`config.mk`:
```
export PLATFORM = sky130hd
export DESIGN_NAME = mpeg2_header_field_extractor_core
export DESIGN_NICKNAME = d
export VERILOG_FILES = /design/src/hw/rtl/mpeg2_hfe_pkg.sv /design/src/hw/rtl/mpeg2_header_field_extractor_core.sv
export SDC_FILE = /design/constraint.sdc
export NUM_CORES = 1
export LEC_CHECK = 0
export BUFFER_PORTS_ARGS = -buffer_cell sky130_fd_sc_hd__buf_4
export CORE_MARGIN = 4
export CORE_UTILIZATION = 55
export CTS_CLUSTER_SIZE = 24
export DETAILED_ROUTE_END_ITERATION = 16
export PLACE_DENSITY = 0.74
export RECOVER_POWER = 25
export REMOVE_ABC_BUFFERS = 1
export SYNTH_ARGS = -nofsm -noshare
export SYNTH_HDL_FRONTEND = slang
export SYNTH_SLANG_ARGS = --single-unit
export TNS_END_PERCENT = 10
```
`constraint.sdc`:
```
create_clock -name i_clk -period 9.25 [get_ports i_clk]
set_input_delay 1.3875 -clock i_clk [delete_from_list [all_inputs] [get_ports i_clk]]
set_output_delay 1.3875 -clock i_clk [all_outputs]
set_load 0.02 [all_outputs]
```
`src/hw/rtl/mpeg2_hfe_pkg.sv`:
```
// ----------------------------------------------------------------------------
// mpeg2_hfe_pkg
// Shared types and codes for the MPEG-2 start-code header field extractor.
// ----------------------------------------------------------------------------
package mpeg2_hfe_pkg;

    // Start-code values
    localparam logic [7:0] CODE_SEQ = 8'hB3;
    localparam logic [7:0] CODE_GOP = 8'hB8;

    // Register reset values
    localparam logic [7:0] STREAM_ID_RESET = 8'hE0;
    localparam logic [2:0] ENABLE_RESET    = 3'b111;

    // Configuration register indexes
    localparam int unsigned CFG_INDEX_W = 2;
    localparam logic [CFG_INDEX_W-1:0] CFG_STREAM_ID = 2'd0;
    localparam logic [CFG_INDEX_W-1:0] CFG_ENABLE    = 2'd1;

    // Enable bits
    localparam int unsigned EN_SEQ = 0;
    localparam int unsigned EN_GOP = 1;
    localparam int unsigned EN_PES = 2;

    // Capture kinds
    localparam logic [1:0] CAP_IDLE = 2'd0;
    localparam logic [1:0] CAP_SEQ  = 2'd1;
    localparam logic [1:0] CAP_GOP  = 2'd2;
    localparam logic [1:0] CAP_PES  = 2'd3;

    // Reported header kinds
    localparam logic [1:0] HDR_SEQ = 2'd0;
    localparam logic [1:0] HDR_GOP = 2'd1;
    localparam logic [1:0] HDR_PTS = 2'd2;

    // Byte positions within a capture (count after the byte is taken)
    localparam logic [3:0] SEQ_GOP_LAST  = 4'd4;
    localparam logic [3:0] PES_FLAGS_POS = 4'd4;
    localparam logic [3:0] PES_PTS_FIRST = 4'd6;
    localparam logic [3:0] PES_LAST      = 4'd10;

    typedef struct packed {
        logic [7:0] data_byte;
        logic       restart;
    } t_in_item;

    typedef struct packed {
        logic [1:0]  header_kind;
        logic [11:0] width;
        logic [11:0] height;
        logic [3:0]  aspect_code;
        logic [3:0]  rate_code;
        logic        drop_frame;
        logic [4:0]  tc_hours;
        logic [5:0]  tc_minutes;
        logic [5:0]  tc_seconds;
        logic [5:0]  tc_frames;
        logic [1:0]  gop_flags;
        logic [32:0] pts;
    } t_out_item;

endpackage

```
`src/hw/rtl/mpeg2_header_field_extractor_core.sv`:
```
// ----------------------------------------------------------------------------
// mpeg2_header_field_extractor_core
// Scans an MPEG-2 byte stream for start codes and reports sequence header,
// GOP header and PES PTS fields.
// ----------------------------------------------------------------------------
//
//  channel  | direction | handshake                  | payload
//  ---------+-----------+----------------------------+------------------------
//  in       | in        | i_in_valid / o_in_stall    | i_in_data  (t_in_item)
//  out      | out       | o_out_valid / i_out_stall  | o_out_data (t_out_item)
//  cfg      | in        | i_cfg_valid / o_cfg_ready  | i_cfg_index, i_cfg_data
//
//  One byte per clock while the input is not stalled; a result is registered into
//  the output register, or into the skid entry while the output register is held.
//  A one-entry skid register behind the output register keeps input flowing
//  while a result waits; input stalls only while the skid entry is occupied.
//  Reset is synchronous: detector to all ones, capture idle, registers to
//  stream id E0 and all headers enabled.
//
module mpeg2_header_field_extractor_core (
    input  logic                                  i_clk,
    input  logic                                  i_rst_n,
    input  logic                                  i_in_valid,
    input  mpeg2_hfe_pkg::t_in_item               i_in_data,
    output logic                                  o_in_stall,
    output logic                                  o_out_valid,
    output mpeg2_hfe_pkg::t_out_item              o_out_data,
    input  logic                                  i_out_stall,
    input  logic                                  i_cfg_valid,
    output logic                                  o_cfg_ready,
    input  logic [mpeg2_hfe_pkg::CFG_INDEX_W-1:0] i_cfg_index,
    input  logic [7:0]                            i_cfg_data
);

    logic [7:0]  r_stream_id;
    logic [2:0]  r_enable;

    logic [23:0] r_recent, n_recent;
    logic [1:0]  r_kind, n_kind;
    logic [3:0]  r_count, n_count;
    logic [39:0] r_bits, n_bits;
    logic        r_flagged, n_flagged;

    logic                     r_out_valid;
    mpeg2_hfe_pkg::t_out_item r_out;
    logic                     r_skid_valid;
    mpeg2_hfe_pkg::t_out_item r_skid;

    logic                     in_accept;
    logic                     out_take;
    logic                     res_valid;
    mpeg2_hfe_pkg::t_out_item res;

    // effective state after an optional restart
    logic [23:0] e_recent;
    logic [1:0]  e_kind;
    logic [3:0]  e_count;
    logic [39:0] e_bits;
    logic        e_flagged;
    logic        is_code;
    logic [7:0]  b;

    assign o_cfg_ready = 1'b1;
    assign o_in_stall  = r_skid_valid;
    assign in_accept   = i_in_valid && !o_in_stall;
    assign out_take    = r_out_valid && !i_out_stall;
    assign o_out_valid = r_out_valid;
    assign o_out_data  = r_out;

    always_comb begin
        b         = i_in_data.data_byte;
        e_recent  = i_in_data.restart ? 24'hFFFFFF : r_recent;
        e_kind    = i_in_data.restart ? mpeg2_hfe_pkg::CAP_IDLE : r_kind;
        e_count   = i_in_data.restart ? 4'd0 : r_count;
        e_bits    = i_in_data.restart ? 40'd0 : r_bits;
        e_flagged = i_in_data.restart ? 1'b0 : r_flagged;

        is_code   = (e_recent == 24'h000001);
        n_recent  = {e_recent[15:0], b};
        n_kind    = e_kind;
        n_count   = e_count;
        n_bits    = e_bits;
        n_flagged = e_flagged;
        res_valid = 1'b0;
        res       = '0;

        if (is_code) begin
            // start code wins over any running capture
            n_count   = 4'd0;
            n_bits    = 40'd0;
            n_flagged = 1'b0;
            if (b == mpeg2_hfe_pkg::CODE_SEQ && r_enable[mpeg2_hfe_pkg::EN_SEQ]) begin
                n_kind = mpeg2_hfe_pkg::CAP_SEQ;
            end else if (b == mpeg2_hfe_pkg::CODE_GOP && r_enable[mpeg2_hfe_pkg::EN_GOP]) begin
                n_kind = mpeg2_hfe_pkg::CAP_GOP;
            end else if (b == r_stream_id && r_enable[mpeg2_hfe_pkg::EN_PES]) begin
                n_kind = mpeg2_hfe_pkg::CAP_PES;
            end else begin
                n_kind = mpeg2_hfe_pkg::CAP_IDLE;
            end
        end else begin
            n_count = e_count + 4'd1;
            case (e_kind)
                mpeg2_hfe_pkg::CAP_SEQ, mpeg2_hfe_pkg::CAP_GOP: begin
                    n_bits = {e_bits[31:0], b};
                    if (n_count == mpeg2_hfe_pkg::SEQ_GOP_LAST) begin
                        res_valid = 1'b1;
                        if (e_kind == mpeg2_hfe_pkg::CAP_SEQ) begin
                            res.header_kind = mpeg2_hfe_pkg::HDR_SEQ;
                            res.width       = n_bits[31:20];
                            res.height      = n_bits[19:8];
                            res.aspect_code = n_bits[7:4];
                            res.rate_code   = n_bits[3:0];
                        end else begin
                            res.header_kind = mpeg2_hfe_pkg::HDR_GOP;
                            res.drop_frame  = n_bits[31];
                            res.tc_hours    = n_bits[30:26];
                            res.tc_minutes  = n_bits[25:20];
                            // bit 19 is a marker
                            res.tc_seconds  = n_bits[18:13];
                            res.tc_frames   = n_bits[12:7];
                            res.gop_flags   = n_bits[6:5];
                        end
                        n_kind    = mpeg2_hfe_pkg::CAP_IDLE;
                        n_count   = 4'd0;
                        n_bits    = 40'd0;
                        n_flagged = 1'b0;
                    end
                end
                mpeg2_hfe_pkg::CAP_PES: begin
                    if (n_count == mpeg2_hfe_pkg::PES_FLAGS_POS) begin
                        n_flagged = b[7];
                    end
                    if (n_count >= mpeg2_hfe_pkg::PES_PTS_FIRST) begin
                        n_bits = {e_bits[31:0], b};
                    end
                    if (n_count == mpeg2_hfe_pkg::PES_LAST) begin
                        res_valid       = e_flagged;
                        res.header_kind = mpeg2_hfe_pkg::HDR_PTS;
                        res.pts         = {n_bits[35:33], n_bits[31:17], n_bits[15:1]};
                        n_kind    = mpeg2_hfe_pkg::CAP_IDLE;
                        n_count   = 4'd0;
                        n_bits    = 40'd0;
                        n_flagged = 1'b0;
                    end
                end
                default: begin
                    // idle: nothing counted
                    n_count = e_count;
                end
            endcase
        end
    end

    // configuration and scanner state
    always_ff @(posedge i_clk) begin
        if (!i_rst_n) begin
            r_stream_id <= mpeg2_hfe_pkg::STREAM_ID_RESET;
            r_enable    <= mpeg2_hfe_pkg::ENABLE_RESET;
            r_recent    <= 24'hFFFFFF;
            r_kind      <= mpeg2_hfe_pkg::CAP_IDLE;
            r_count     <= 4'd0;
            r_bits      <= 40'd0;
            r_flagged   <= 1'b0;
        end else begin
            if (i_cfg_valid && o_cfg_ready) begin
                if (i_cfg_index == mpeg2_hfe_pkg::CFG_STREAM_ID) begin
                    r_stream_id <= i_cfg_data;
                end else if (i_cfg_index == mpeg2_hfe_pkg::CFG_ENABLE) begin
                    r_enable <= i_cfg_data[2:0];
                end
            end
            if (in_accept) begin
                r_recent  <= n_recent;
                r_kind    <= n_kind;
                r_count   <= n_count;
                r_bits    <= n_bits;
                r_flagged <= n_flagged;
            end
        end
    end

    // output register and skid entry: valid flags
    always_ff @(posedge i_clk) begin
        if (!i_rst_n) begin
            r_out_valid  <= 1'b0;
            r_skid_valid <= 1'b0;
        end else if (r_skid_valid) begin
            if (out_take) begin
                r_skid_valid <= 1'b0;
            end
        end else if (in_accept && res_valid) begin
            if (r_out_valid && !out_take) begin
                r_skid_valid <= 1'b1;
            end else begin
                r_out_valid <= 1'b1;
            end
        end else if (out_take) begin
            r_out_valid <= 1'b0;
        end
    end

    // output register and skid entry: payload
    always_ff @(posedge i_clk) begin
        if (r_skid_valid) begin
            if (out_take) begin
                r_out <= r_skid;
            end
        end else if (in_accept && res_valid) begin
            if (r_out_valid && !out_take) begin
                r_skid <= res;
            end else begin
                r_out <= res;
            end
        end
    end

endmodule
```
Word level (Yosys, flattened, before mapping)
Index checks and enable logic that the tools add are counted.
- register bits: 270
- bits of input ports: 24
- output and inout bits: 96
- word-level logic and storage cells: 120
- add/sub/neg operators: 1
- $lt $le $gt $ge: 1
- equal/unequal tests: 13
- mux-type cells: 51
- bitwise gates (word level): 2
- reduce and logical (&&, ||, !) cells: 19
- operators by type and width (cell ; count):
    93-bit 2-to-1 mux ; 5
    40-bit 2-to-1 mux ; 5
    40-bit case mux with 2 select lines ; 1
    33-bit 2-to-1 mux ; 2
    59-bit 2-to-1 mux ; 1
    58-bit 2-to-1 mux ; 1
    32-bit 2-to-1 mux ; 1
    26-bit 2-to-1 mux ; 1
    24-bit by 1-bit equality test with 1-bit output (second input constant) ; 1
    24-bit 2-to-1 mux ; 1
    8-bit equality test (second input constant) ; 2
    1-bit 2-to-1 mux ; 16
    2-bit 2-to-1 mux ; 8
    4-bit 2-to-1 mux ; 4
    3-bit AND reduction ; 4
    8-bit equality test ; 1
    2-bit case mux with 2 select lines ; 2
    4-bit case mux with 2 select lines ; 1
    1-bit logical AND ; 7
    4-bit by 1-bit adder with 4-bit output (second input constant) ; 1
    2-bit by 1-bit equality test with 1-bit output (second input constant) ; 2
    2-bit equality test (second input constant) ; 2
    4-bit by 3-bit equality test with 1-bit output (second input constant) ; 1
    4-bit equality test (second input constant) ; 1
    10 further kinds ; 16

Depth between registers and ports, before layout
- depth after elaboration: 10
- mapped depth: 15
- depth with buffers taken out: 10

Worst setup path before layout
OpenSTA, ideal clock, no wires.
- path type: in2reg
- start point: input i_in_data[0] (netlist name)
- end point: register r_out, in the netlist o_out_data[0], enable pin
- library setup time: 575 ps
- arrival: 7955 ps
- required time: 8675 ps
- setup slack: 720 ps
- stages on the path: 14
- buffers on the path: 4
- cells stage by stage: buf_2 > inv_1 > buf_2 > buf_1 > nand2_1 > inv_1 > ha_1 > nand2b_1 > mux2i_1 > buf_2 > nand4_1 > a2111oi_4 > a21oi_1 > a21oi_1
- cells in the longest elaborated chain, start to end: 9
- elaborated cells on any way between the ends: 19
- those cells by class: add/sub: 1; eq/ne: 6; mux: 8; reduce/logical: 4
- ends and longest elaborated chain (element ; RTL line ; RTL):
    from (decl) ; mpeg2_header_field_extractor_core.sv:24 ; input mpeg2_hfe_pkg::t_in_item i_in_data,
    4-bit 2-to-1 mux ; mpeg2_header_field_extractor_core.sv:74 ; e_count = i_in_data.restart ? 4'd0 : r_count;
    4-bit by 1-bit adder with 4-bit output ; mpeg2_header_field_extractor_core.sv:102 ; n_count = e_count + 4'd1;
    4-bit equality test / 4-bit by 3-bit equality test with 1-bit output (equally long branches) ; mpeg2_header_field_extractor_core.sv:137, mpeg2_header_field_extractor_core.sv:106 ;
    1-bit 2-to-1 mux (on tied branches) ; mpeg2_header_field_extractor_core.sv:137, mpeg2_header_field_extractor_core.sv:106 ;
    1-bit case mux with 2 select lines ; mpeg2_header_field_extractor_core.sv:103 ; case (e_kind)
    1-bit 2-to-1 mux (*) ; mpeg2_header_field_extractor_core.sv:87 ; if (is_code) begin
    1-bit logical AND (*) ; mpeg2_header_field_extractor_core.sv:209 ; end else if (in_accept && res_valid) begin
    2-bit nonzero test (no source line) (*) ; n/a ;
    3-bit AND reduction (no source line) (*) ; n/a ;
    to (signal assigned) ; mpeg2_header_field_extractor_core.sv:207 ; r_out <= r_skid;
    to (signal assigned) ; mpeg2_header_field_extractor_core.sv:213 ; r_out <= res;
    to (decl) ; mpeg2_header_field_extractor_core.sv:45 ; mpeg2_hfe_pkg::t_out_item r_out;
Every way passes the cells marked *; elsewhere a longest branch is shown, timed or not.
A chain may end at the register's enable or synchronous reset.

Worst setup path in the final report
- start point: input i_in_data[0] (netlist name)
- end point: register r_out, in the netlist o_out_data[44], enable pin
The elaborated chain is that of the path after synthesis.

==> metrics.cfg <==
[setup_path]
crit_buf_inv=5
reg2reg_from=o_in_stall
critPathSlowestCell=inv_1
worstSetupStartpointType=input pin
required_ps=9400
path_depth=13
crit_path_end_kind=flop
cp_data_arrival_time_ps=5600
crit_fanout=53
cp_cell_sequence=buf_4, inv_1, nand2_1, inv_1, ha_1, nand2_1, mux2i_1, nand4_1, a2111oi_4, a21oi_1, a21oi_4, buf_4, buf_4
r2r.worst_path.cells=7
cp-startpoint=i_in_data[0]
cp_common_cell=buf_4
path_class=input pin to flop
cp_top_family=buffers and inverters
slowest_delay_ps=740

[route]
wire_per_inst_um=17.68
detail-route-antenna-nets=0
drt_iter0_drc=562
firstDrtPassIters=5
via_per_inst=5.639
wl_um=22510
vias=7178
drc_errors=0

[floorplan]
die-area_um2=21930
coreArea_um2=19020
start_util_pct=56.75
rows=50
die_w_um=148.1
die_h_um=148.1
ios=120

[cts]
h-tree-depth=1
cts_buffer_depth=3
clkTransAtPathRegs_ps=60
cts_buffers=26
cts_setup_buffers=0
cts_root_buf=clkbuf_16
insertion_delay_ps=530
clkSinkCount=257
cts_tree=yes
cts-resized-gates=0
cts_hold_buf=0

[place]
gp_congestion=0.8178
port_buffers=118
post-dp-hpwl_um=13690
placed_area_um2=11780

[final_layout]
num_antenna_cells=0
regArea_um2=7007
area_growth_pct=13.52
nets=1023
multi_input_area_um2=3405
final_area_um2=12250
fillers=1614
layout-drive-gt1-share_pct=10.76

[outcome]
violations=capacitance limit, slew limit
status=complete, but fails checks

[global_routing]
overflow=0
grt_use_total_pct=20.32
grt_pass1_vias=6922
grt_max_degree=105
grt_pass1_wl_um=36480
antenna_found_initial=0

[timing]
relSlewSlack_pct=-82.62
maxSlewViolCount=120
grt_setup_unrepaired=false
setup_viol=0
clock.fmax_ghz=0.1834
period_needed_ps=5452
finalClockSkew_ps=16.95
finalHoldViolCount=0
finalSetupTns_ps=0
fin_crit_sh_pct=58.94
tightest_slew_ps=2736

[synthesis]
netlist.area_leader.share_pct=51.75
ys_types=63
synth.area.top_cells=edfxtp_1 (52%), dfxtp_1 (13%), o31ai_1 (6.1%)
ys_async_sr_fraction_pct=0
ys_ff_latch=257
yosysSeqAreaShare_pct=64.92
synth_area_um2=10790
synth_top_cell_by_area=edfxtp_1
synthCells=911
syn_avg_cell_area_um2=11.85
ys_top_cells_by_count=edfxtp_1 (186), nand2_1 (145), nor2_1 (117)
synth_top_flop_cell=edfxtp_1
synth_edf_count=186
post-synth-top-count-cell=edfxtp_1
yosysWarnings=0

[pwr]
p_leak_nw=3.578
peakVddDrop_mv=0.1505
finalPower_mw=2.304
powerDensity_nw_per_um2=188.1

[min_path]
whs_path_depth=1
hold_class=flop to flop
holdCritStartpoint=r_bits[11]

[run]
max_cap_viol_count=2

## logic make-up after synthesis
family / count (synthesis) / share of synthesized area, %
XOR/XNOR: 10 / 0.9507
AO/OA/AOI/OAI: 174 / 13.39
buffers and inverters: 92 / 3.698
multiplexers: 23 / 2.307
AND/OR/NAND/NOR: 348 / 14.00
adder cells (fa/ha/maj): 6 / 0.6956
other: 1 / 0.03475
flip-flops: 257 / 64.92
## path summary, 6_finish.rpt
path	slack (ps)	to
hold reg to reg	470	r_bits[11]
setup reg to reg	4060	o_out_data[44]
hold / removal	470	r_bits[11]
setup / recovery	3800	o_out_data[44]
## cell usage in the layout (no fill, tap or decap), drive strengths merged, types with 9 or more instances in the layout
| cell type | instances |
|---|---|
| mux2 | 9 |
| edfxtp | 186 |
| a2bb2o | 18 |
| nor3 | 30 |
| mux2i | 14 |
| o31ai | 88 |
| inv | 18 |
| clkbuf | 137 |
| buf | 28 |
| clkinv | 9 |
| o211ai | 12 |
| nor2 | 118 |
| a21oi | 15 |
| o21ai | 17 |
| nand2 | 147 |
| dfxtp | 71 |
## final cells by class
cell class / count / area share [%]
clock buffers: 36 / 6.117
multi-input cells: 562 / 27.79
repair buffers: 129 / 4.902
clock inverters: 12 / 0.8272
inverters: 17 / 0.5208
flip-flops and latches: 257 / 57.19
well taps: 260 / 2.655
## flip-flops by register name, indices dropped and copies added, names as in the netlist
register     cells
r_kind           2
o_in_stall       1
r_skid          93
r_flagged        1
o_out_valid      1
r_stream_id      8
r_enable         3
r_count          4
o_out_data      93
r_recent        24
r_bits          27
## power by group
| part | internal, mW | leakage, nW | switching [mW] | total [mW] |
|---|---|---|---|---|
| sequential | 1.22 | 1.86 | 0.00529 | 1.23 |
| clock | 0.597 | 0.422 | 0.424 | 1.02 |
| combinational | 0.0180 | 1.30 | 0.0356 | 0.0537 |
## stage by stage
stage          setup WS [ps]  util [%]  instances  hold slack [ps]
2_1_floorplan          504.0         -        836            437.1
3_3_place_gp            3437     61.93       1225            442.4
3_5_place_dp            3360     61.93       1225            451.7
4_1_cts                 3920     66.40       1273            467.2
5_1_grt                 3355     64.42       1273            485.3
6_report                3798     64.42       1273            465.5
## layer usage
layer | share of wire [%] | GRT usage, %
met4 | 2.0 | 4.850
met3 | 5.8 | 2.864
met5 | 0 | 0
met1 | 45 | 28.57
met2 | 47 | 33.96
Power figures use the tool's default switching activity.
